<file path="src/rtl/core/jsu_pkg.sv">
// Shared types, codes and helper functions for the JSON string unescape block.
package jsu_pkg;

  localparam int unsigned MaxRes = 4;

  typedef enum logic [1:0] {
    KIND_DATA  = 2'd0,
    KIND_END   = 2'd1,
    KIND_ERROR = 2'd2
  } kind_t;

  typedef enum logic [2:0] {
    ERR_NONE     = 3'd0,
    ERR_CTRL     = 3'd1,
    ERR_UNTERM   = 3'd2,
    ERR_ESCAPE   = 3'd3,
    ERR_HEX      = 3'd4,
    ERR_NO_LOW   = 3'd5,
    ERR_BAD_LOW  = 3'd6,
    ERR_LONE_LOW = 3'd7
  } err_t;

  localparam logic [7:0] CH_QUOTE  = 8'h22;
  localparam logic [7:0] CH_BSLASH = 8'h5C;
  localparam logic [7:0] CH_SLASH  = 8'h2F;
  localparam logic [7:0] CH_B      = 8'h62;
  localparam logic [7:0] CH_F      = 8'h66;
  localparam logic [7:0] CH_N      = 8'h6E;
  localparam logic [7:0] CH_R      = 8'h72;
  localparam logic [7:0] CH_T      = 8'h74;
  localparam logic [7:0] CH_U      = 8'h75;
  localparam logic [7:0] CH_SPACE  = 8'h20;

  // All results caused by one input byte.
  typedef struct packed {
    logic [2:0]            cnt;    // 0..4 results
    kind_t                 kind;
    err_t                  err;
    logic [MaxRes-1:0][7:0] bytes; // bytes[0] goes out first
  } bundle_t;

  typedef struct packed {
    logic full;
    logic empty;
  } q_status_t;

  // {valid, value} of an ASCII hex digit.
  function automatic logic [4:0] hex_decode(input logic [7:0] c);
    logic [4:0] r;
    r = 5'd0;
    if (c >= 8'h30 && c <= 8'h39) begin
      r = {1'b1, 4'(c - 8'h30)};
    end else if (c >= 8'h61 && c <= 8'h66) begin
      r = {1'b1, 4'(c - 8'h57)};
    end else if (c >= 8'h41 && c <= 8'h46) begin
      r = {1'b1, 4'(c - 8'h37)};
    end
    return r;
  endfunction

  function automatic bundle_t one_result(input kind_t k, input err_t e, input logic [7:0] b);
    bundle_t r;
    r = '0;
    r.cnt = 3'd1;
    r.kind = k;
    r.err = e;
    r.bytes[0] = b;
    return r;
  endfunction

  // UTF-8 encode a code point up to 21 bits.
  function automatic bundle_t utf8_encode(input logic [20:0] cp);
    bundle_t r;
    r = '0;
    r.kind = KIND_DATA;
    r.err = ERR_NONE;
    if (cp <= 21'h7F) begin
      r.cnt = 3'd1;
      r.bytes[0] = cp[7:0];
    end else if (cp <= 21'h7FF) begin
      r.cnt = 3'd2;
      r.bytes[0] = {3'b110, cp[10:6]};
      r.bytes[1] = {2'b10, cp[5:0]};
    end else if (cp <= 21'hFFFF) begin
      r.cnt = 3'd3;
      r.bytes[0] = {4'b1110, cp[15:12]};
      r.bytes[1] = {2'b10, cp[11:6]};
      r.bytes[2] = {2'b10, cp[5:0]};
    end else begin
      r.cnt = 3'd4;
      r.bytes[0] = {5'b11110, cp[20:18]};
      r.bytes[1] = {2'b10, cp[17:12]};
      r.bytes[2] = {2'b10, cp[11:6]};
      r.bytes[3] = {2'b10, cp[5:0]};
    end
    return r;
  endfunction

endpackage

</file>
<file path="src/rtl/core/jsu_decode.sv">
// Escape decoder: mode state and the per-byte result bundle.
module jsu_decode import jsu_pkg::*; (
  input  logic       clk,
  input  logic       rst_n,
  input  logic       step,
  input  logic [7:0] in_byte,
  input  logic       in_new_string,
  output bundle_t    bnd
);

  typedef enum logic [2:0] {
    M_NORMAL  = 3'd0,
    M_ESCAPE  = 3'd1,
    M_HEX_A   = 3'd2,
    M_NEED_BS = 3'd3,
    M_NEED_U  = 3'd4,
    M_HEX_B   = 3'd5,
    M_HALTED  = 3'd6
  } mode_t;

  mode_t       mode_r, mode_nxt, mode_eff;
  logic [1:0]  cnt_r, cnt_nxt, cnt_eff;
  logic [15:0] acc_r, acc_nxt, acc_eff, acc_new;
  logic [9:0]  hi_r, hi_nxt, hi_eff;
  logic [4:0]  hx;
  logic [20:0] cp_pair;

  always_comb begin
    mode_eff = in_new_string ? M_NORMAL : mode_r;
    cnt_eff  = in_new_string ? 2'd0 : cnt_r;
    acc_eff  = in_new_string ? 16'd0 : acc_r;
    hi_eff   = in_new_string ? 10'd0 : hi_r;
    hx       = hex_decode(in_byte);
    acc_new  = {acc_eff[11:0], hx[3:0]};
    cp_pair  = 21'h10000 + {1'b0, hi_eff, acc_new[9:0]};

    mode_nxt = mode_eff;
    cnt_nxt  = cnt_eff;
    acc_nxt  = acc_eff;
    hi_nxt   = hi_eff;
    bnd      = '0;

    if (mode_eff == M_HALTED) begin
      bnd = '0;
    end else if (in_byte == 8'h00) begin
      bnd = one_result(KIND_ERROR, ERR_UNTERM, 8'h00);
      mode_nxt = M_HALTED;
    end else begin
      case (mode_eff)
        M_NORMAL: begin
          if (in_byte == CH_QUOTE) begin
            bnd = one_result(KIND_END, ERR_NONE, 8'h00);
            mode_nxt = M_HALTED;
          end else if (in_byte < CH_SPACE) begin
            bnd = one_result(KIND_ERROR, ERR_CTRL, 8'h00);
            mode_nxt = M_HALTED;
          end else if (in_byte == CH_BSLASH) begin
            mode_nxt = M_ESCAPE;
          end else begin
            bnd = one_result(KIND_DATA, ERR_NONE, in_byte);
          end
        end
        M_ESCAPE: begin
          mode_nxt = M_NORMAL;
          case (in_byte)
            CH_QUOTE:  bnd = one_result(KIND_DATA, ERR_NONE, CH_QUOTE);
            CH_BSLASH: bnd = one_result(KIND_DATA, ERR_NONE, CH_BSLASH);
            CH_SLASH:  bnd = one_result(KIND_DATA, ERR_NONE, CH_SLASH);
            CH_B:      bnd = one_result(KIND_DATA, ERR_NONE, 8'h08);
            CH_F:      bnd = one_result(KIND_DATA, ERR_NONE, 8'h0C);
            CH_N:      bnd = one_result(KIND_DATA, ERR_NONE, 8'h0A);
            CH_R:      bnd = one_result(KIND_DATA, ERR_NONE, 8'h0D);
            CH_T:      bnd = one_result(KIND_DATA, ERR_NONE, 8'h09);
            CH_U: begin
              cnt_nxt  = 2'd0;
              acc_nxt  = 16'd0;
              mode_nxt = M_HEX_A;
            end
            default: begin
              bnd = one_result(KIND_ERROR, ERR_ESCAPE, 8'h00);
              mode_nxt = M_HALTED;
            end
          endcase
        end
        M_HEX_A, M_HEX_B: begin
          if (!hx[4]) begin
            bnd = one_result(KIND_ERROR, ERR_HEX, 8'h00);
            mode_nxt = M_HALTED;
          end else begin
            acc_nxt = acc_new;
            if (cnt_eff != 2'd3) begin
              cnt_nxt = cnt_eff + 2'd1;
            end else begin
              cnt_nxt = 2'd0;
              if (mode_eff == M_HEX_A) begin
                if (acc_new >= 16'hD800 && acc_new <= 16'hDBFF) begin
                  hi_nxt   = acc_new[9:0];
                  mode_nxt = M_NEED_BS;
                end else if (acc_new >= 16'hDC00 && acc_new <= 16'hDFFF) begin
                  bnd = one_result(KIND_ERROR, ERR_LONE_LOW, 8'h00);
                  mode_nxt = M_HALTED;
                end else begin
                  bnd = utf8_encode({5'd0, acc_new});
                  mode_nxt = M_NORMAL;
                end
              end else begin
                if (acc_new < 16'hDC00 || acc_new > 16'hDFFF) begin
                  bnd = one_result(KIND_ERROR, ERR_BAD_LOW, 8'h00);
                  mode_nxt = M_HALTED;
                end else begin
                  bnd = utf8_encode(cp_pair);
                  mode_nxt = M_NORMAL;
                end
              end
            end
          end
        end
        M_NEED_BS: begin
          if (in_byte != CH_BSLASH) begin
            bnd = one_result(KIND_ERROR, ERR_NO_LOW, 8'h00);
            mode_nxt = M_HALTED;
          end else begin
            mode_nxt = M_NEED_U;
          end
        end
        M_NEED_U: begin
          if (in_byte != CH_U) begin
            bnd = one_result(KIND_ERROR, ERR_NO_LOW, 8'h00);
            mode_nxt = M_HALTED;
          end else begin
            cnt_nxt  = 2'd0;
            acc_nxt  = 16'd0;
            mode_nxt = M_HEX_B;
          end
        end
        default: begin
          bnd = '0;
        end
      endcase
    end
  end

  always_ff @(posedge clk) begin
    if (!rst_n) begin
      mode_r <= M_NORMAL;
      cnt_r  <= 2'd0;
      acc_r  <= 16'd0;
      hi_r   <= 10'd0;
    end else if (step) begin
      mode_r <= mode_nxt;
      cnt_r  <= cnt_nxt;
      acc_r  <= acc_nxt;
      hi_r   <= hi_nxt;
    end
  end

endmodule

</file>
<file path="src/rtl/core/jsu_result_queue.sv">
// Result bundle queue and serializer onto the one-byte result channel.
module jsu_result_queue import jsu_pkg::*; (
  input  logic       clk,
  input  logic       rst_n,
  input  logic       push,
  input  bundle_t    push_bnd,
  output q_status_t  status,
  output logic       out_valid,
  input  logic       out_ready,
  output logic [1:0] out_kind,
  output logic [7:0] out_byte,
  output logic [2:0] out_error_code,
  output logic       out_last
);

  localparam int unsigned Depth = 4;
  localparam int unsigned PtrW  = $clog2(Depth);

  bundle_t           bq_r [Depth];
  logic [PtrW-1:0]   wr_r, wr_nxt, rd_r, rd_nxt;
  logic [PtrW:0]     cnt_r, cnt_nxt;
  logic [1:0]        idx_r, idx_nxt;
  bundle_t           head;
  logic              pop;

  assign head           = bq_r[rd_r];
  assign out_valid      = (cnt_r != '0);
  assign out_kind       = head.kind;
  assign out_byte       = head.bytes[idx_r];
  assign out_error_code = head.err;
  assign out_last       = ({1'b0, idx_r} == (head.cnt - 3'd1));
  assign pop            = out_valid && out_ready && out_last;
  assign status.full    = (cnt_r == (PtrW+1)'(Depth));
  assign status.empty   = (cnt_r == '0);

  always_comb begin
    wr_nxt  = push ? wr_r + PtrW'(1) : wr_r;
    rd_nxt  = pop ? rd_r + PtrW'(1) : rd_r;
    cnt_nxt = cnt_r + (PtrW+1)'(push) - (PtrW+1)'(pop);
    idx_nxt = idx_r;
    if (out_valid && out_ready) begin
      idx_nxt = out_last ? 2'd0 : idx_r + 2'd1;
    end
  end

  always_ff @(posedge clk) begin
    if (!rst_n) begin
      wr_r  <= '0;
      rd_r  <= '0;
      cnt_r <= '0;
      idx_r <= 2'd0;
    end else begin
      wr_r  <= wr_nxt;
      rd_r  <= rd_nxt;
      cnt_r <= cnt_nxt;
      idx_r <= idx_nxt;
    end
  end

  always_ff @(posedge clk) begin
    if (push) begin
      bq_r[wr_r] <= push_bnd;
    end
  end

endmodule

</file>
<file path="src/rtl/core/json_string_unescape_utf8.sv">
// Top level of the JSON string unescaper with UTF-8 output.
//
// Input channel: one raw string-content byte per request (in_byte), taken
// after the opening quote; in_new_string marks the first byte of a new
// string and clears all decode state before that byte is judged.
// Result channel: one result per request: a decoded UTF-8 byte, an end
// marker or an error code; out_last flags the final result of an input byte.
// A byte may cause no result (backslash, hex digits) or up to four results
// (a joined surrogate pair).
// Path: a byte is held in the input register, is decoded and its results
// are written into a four-entry bundle queue that drives the result port.
// Throughput: one input byte per cycle while each byte gives at most one
// result and out_ready is high; the result port drains one byte per cycle
// while out_ready is high, so multi-byte bundles are absorbed by the queue.
// Stall: when out_ready is low, results hold and the queue fills; once the
// queue is full, a held byte that yields results stays in the input
// register and in_ready drops.
// Reset (rst_n low, synchronous): clears decode mode, queue and the input
// register's valid flag; no result is pending afterwards.
module json_string_unescape_utf8 import jsu_pkg::*; (
  input  logic       clk,
  input  logic       rst_n,
  input  logic       in_valid,
  output logic       in_ready,
  input  logic [7:0] in_byte,
  input  logic       in_new_string,
  output logic       out_valid,
  input  logic       out_ready,
  output logic [1:0] out_kind,
  output logic [7:0] out_byte,
  output logic [2:0] out_error_code,
  output logic       out_last
);

  logic       s1_valid_r;
  logic [7:0] s1_byte_r;
  logic       s1_new_r;
  logic       adv;
  logic       push;
  bundle_t    bnd;
  q_status_t  qst;

  // Advance the held byte when its bundle fits, or when it yields nothing.
  assign adv      = s1_valid_r && (!qst.full || (bnd.cnt == 3'd0));
  assign push     = adv && (bnd.cnt != 3'd0);
  assign in_ready = !s1_valid_r || adv;

  always_ff @(posedge clk) begin
    if (!rst_n) begin
      s1_valid_r <= 1'b0;
    end else if (in_ready) begin
      s1_valid_r <= in_valid;
    end
  end

  // Payload: capture on accept only.
  always_ff @(posedge clk) begin
    if (in_valid && in_ready) begin
      s1_byte_r <= in_byte;
      s1_new_r  <= in_new_string;
    end
  end

  jsu_decode u_dec (
    .clk           (clk),
    .rst_n         (rst_n),
    .step          (adv),
    .in_byte       (s1_byte_r),
    .in_new_string (s1_new_r),
    .bnd           (bnd)
  );

  jsu_result_queue u_q (
    .clk            (clk),
    .rst_n          (rst_n),
    .push           (push),
    .push_bnd       (bnd),
    .status         (qst),
    .out_valid      (out_valid),
    .out_ready      (out_ready),
    .out_kind       (out_kind),
    .out_byte       (out_byte),
    .out_error_code (out_error_code),
    .out_last       (out_last)
  );

`ifndef SYNTHESIS
  a_push_not_full: assert property (@(posedge clk) disable iff (!rst_n)
    push |-> !qst.full)
    else $error("bundle pushed into a full queue");

  a_status_last: assert property (@(posedge clk) disable iff (!rst_n)
    (out_valid && out_kind != KIND_DATA) |-> out_last)
    else $error("end or error result not flagged last");

  a_err_only_on_error: assert property (@(posedge clk) disable iff (!rst_n)
    (out_valid && out_kind != KIND_ERROR) |-> (out_error_code == ERR_NONE))
    else $error("error code on a non-error result");

  a_reset_clears: assert property (@(posedge clk)
    !rst_n |=> (!out_valid && in_ready))
    else $error("result pending or input blocked after reset");
`endif

endmodule

</file>
<file path="config.mk">
export PLATFORM = sky130hd
export DESIGN_NAME = json_string_unescape_utf8
export DESIGN_NICKNAME = d
export VERILOG_FILES = /design/src/rtl/core/jsu_pkg.sv /design/src/rtl/core/jsu_decode.sv /design/src/rtl/core/jsu_result_queue.sv /design/src/rtl/core/json_string_unescape_utf8.sv
export SDC_FILE = /design/constraint.sdc
export NUM_CORES = 1
export LEC_CHECK = 0
export ABC_AREA = 1
export BUFFER_PORTS_ARGS = -buffer_cell sky130_fd_sc_hd__buf_2
export CAP_MARGIN = 0
export CORE_UTILIZATION = 45
export DETAILED_ROUTE_END_ITERATION = 16
export GPL_ROUTABILITY_DRIVEN = 0
export GPL_TIMING_DRIVEN = 1
export PLACE_DENSITY_LB_ADDON = 0.2
export SLEW_MARGIN = 20
export SYNTH_ARGS = -nofsm -noshare
export SYNTH_HDL_FRONTEND = slang
export SYNTH_SLANG_ARGS = --single-unit
</file>
<file path="constraint.sdc">
create_clock -name clk -period 14.2 [get_ports clk]
set_input_delay 1.42 -clock clk [delete_from_list [all_inputs] [get_ports clk]]
set_output_delay 1.42 -clock clk [all_outputs]
set_load 0.02 [all_outputs]
</file>
==> results.ini <==
[cells_and_area]
antennaDiodeCount = 0
multi_input_area_um2 = 4270
final_area_um2 = 11300
ff_latch_area_um2 = 5380
drive_gt1_frac = 0.104
area_growth_syn_to_layout_pct = 9.10
final_common_cell = nor2_1
layout_common_cells = 185 x nor2_1, 174 x nand2_1, 153 x edfxtp_1, 131 x inv_1, 116 x o21ai_0
final_net_count = 1232
fill_cells = 2124

[critical_path]
critical_path.startpoint = s1_new_r
arrival_ps = 4210
r2r_start = s1_new_r
cp_max_fo = 18
crit_path_end_kind = output port
critPathRequiredTime_ps = 12780
start_kind = flop
critPathKind = flop to output port

[die]
coreArea_um2 = 22600
rows = 55
initial_core_util = 0.459
die_y_um = 154
boundaryPins = 29
dieArea_um2 = 23700
dieWidth_um = 154

[min_path]
hold_start = u_q.rd_r[1]
holdCritPathClass = flop to flop

[logic_synthesis]
yosysSeqAreaShare = 0.517
syn-num-nets = 1228
synth_edf_count = 153
synth-seq-cells = 192
syn_area_um2 = 10400
ys_types = 54
yosys_warnings = 0
avgSynthCellArea_um2 = 8.67
syn_inst = 1200
async_reset_ff_frac = 0
yosys_most_used_dff = edfxtp_1

[sta]
setup_tns_ps = 0
max_freq_mhz = 178
layout_min_cycle_time_ps = 5630
relSlewSlack = 0.472
setup_violations = 0
grt_setup_unrepaired = no
tightest_slew_ps = 779
setup_slack_ps = 8570
final_hold_viol_count = 0
slew_viol_final = 0
skew_ps = 11.2
finalCritPeriodShare = 0.396

[place]
port_buffers = 28
dpl.hpwl_um = 18800
dpl_cell_area_um2 = 10800
place_ws_ps = 9090

[clocking]
cts_tree = done
clk_latency_ps = 440
cts_buffer_depth = 2
cts_root_buffer = clkbuf_16
hold_buffers = 0
cts_setup_buffers = 0
cts_resized = 0
cts_buffers = 17
clkTransAtPathRegs_ps = 80
clock_sinks = 192
cts_max_level = 4

[global_routing]
grt_pass1_vias = 8250
grt_pass1_wl_um = 44200
grt_max_degree = 74
antenna_found_initial = 0
grt_use_total = 0.241
grt_overflow_total = 0

[detailed_routing]
drc = 0
wirelength_um = 27900
drt-pass1-iter-count = 6
drtAntennaViolNets = 0
vias_per_cell = 5.84
vias = 8768
first_iter_violations = 1028
routedWlPerCell_um = 18.6

[outcome]
status = finished, final reports clean

[job]
drv_cap = 0

[power]
leakage_nw = 4.25
vdd_drop_max_v = 0.0000684
powerDensity_nw_per_um2 = 135

## cells in the mapped netlist (5+ instances only)
cell type | instances | area share
a21oi_1 | 72 | 0.035
clkbuf_1 | 38 | 0.014
inv_1 | 131 | 0.047
nor4_1 | 6 | 0.0036
nand2_2 | 9 | 0.0054
ha_1 | 14 | 0.017
dfxtp_1 | 39 | 0.075
o22ai_1 | 31 | 0.019
nand3_1 | 70 | 0.034
a221oi_1 | 8 | 0.0067
o221ai_1 | 15 | 0.013
o21ai_0 | 116 | 0.056
nand4_1 | 11 | 0.0066
nor2_4 | 8 | 0.0087
nor2_1 | 189 | 0.068
o211ai_1 | 13 | 0.0094
nand2_1 | 174 | 0.063
inv_2 | 7 | 0.0025
buf_2 | 6 | 0.0029
nand3_2 | 12 | 0.012
edfxtp_1 | 153 | 0.44
nand2_4 | 5 | 0.0054
nor3_1 | 11 | 0.0053
o2111ai_1 | 7 | 0.0059
## where the power goes
part	switching (mW)	internal (mW)	total [mW]
Sequential	0.0261	0.658	0.684
Combinational	0.266	0.105	0.370
Clock	0.232	0.251	0.483
## worst paths after layout
kind / end / slack, ps / depth (start not counted)
worst max-delay path: in_ready / 8570 / 23
worst min-delay path: u_q.rd_r[1] / 470 / 2
worst max register to register: u_q.cnt_r[2] / 9340 / 28
worst min register to register: u_q.rd_r[1] / 470 / 2
## area by class of cell
type / count / area share
Sequential cell: 192 / 0.474
Multi-Input combinational cell: 813 / 0.376
Inverter: 142 / 0.0472
Clock buffer: 17 / 0.0375
Tap cell: 285 / 0.0314
Timing Repair Buffer: 38 / 0.0190
Clock inverter: 15 / 0.0149
## worst max-delay path, cell delays in order (launching register included)
cell      delay, ps
edfxtp_1        800
inv_2           240
nand2_1         160
inv_1           100
ha_1            220
xnor2_1         260
nand2_1          80
nor2_1          180
nand2_1         130
o31ai_1         210
nand2_1         130
nand2_2         140
inv_1           120
nand2_1         100
nand2_1          50
nand2_1          70
nand2_1          50
nand2_1          60
nand2_1          60
nand2_1          70
nand2_1         100
nand2_4         120
nand3_1         110
buf_2           210
## sequential cells by signal, indices dropped and copies added, names as in the netlist, named ones only
name / count
u_q.rd_r: 2
u_q.wr_r: 2
s1_byte_r: 8
u_dec.cnt_r: 2
u_q.cnt_r: 3
u_dec.hi_r: 10
s1_new_r: 1
s1_valid_r: 1
u_dec.mode_r: 3
u_dec.acc_r: 12
u_q.bq_r: 144
u_q.idx_r: 2
## logic make-up (layout without fill, tap and decap cells)
| logic type | after synthesis | count (layout) | share of synthesized area |
|---|---|---|---|
| and+or+nand+nor | 507 | 507 | 0.222 |
| AOI/OAI and AO/OA | 286 | 286 | 0.162 |
| buffers and inverters | 195 | 212 | 0.0757 |
| DFF | 192 | 192 | 0.517 |
| adders and majority gates | 15 | 15 | 0.0188 |
| xor gates and xnor gates | 5 | 5 | 0.00421 |
## per-stage QoR
stage / instances / hold WS [ps] / util / power [mW]
after floorplan: 1200 / 436 / - / 0.968
after global placement: 1470 / 454 / 0.475 / 1.06
after detailed placement: 1470 / 464 / 0.475 / 1.06
after CTS: 1502 / 475 / 0.501 / 1.54
after global routing: 1502 / 502 / 0.501 / 1.61
final: 1502 / 470 / 0.501 / 1.54
## per-layer routing
| layer | routed length (µm) | track usage |
|---|---|---|
| met1 | 12300 | 0.323 |
| met2 | 12500 | 0.378 |
| met3 | 2010 | 0.0465 |
| met4 | 1110 | 0.109 |
| met5 | 0 | 0 |
No activity file was read; power rests on OpenSTA's default activity.
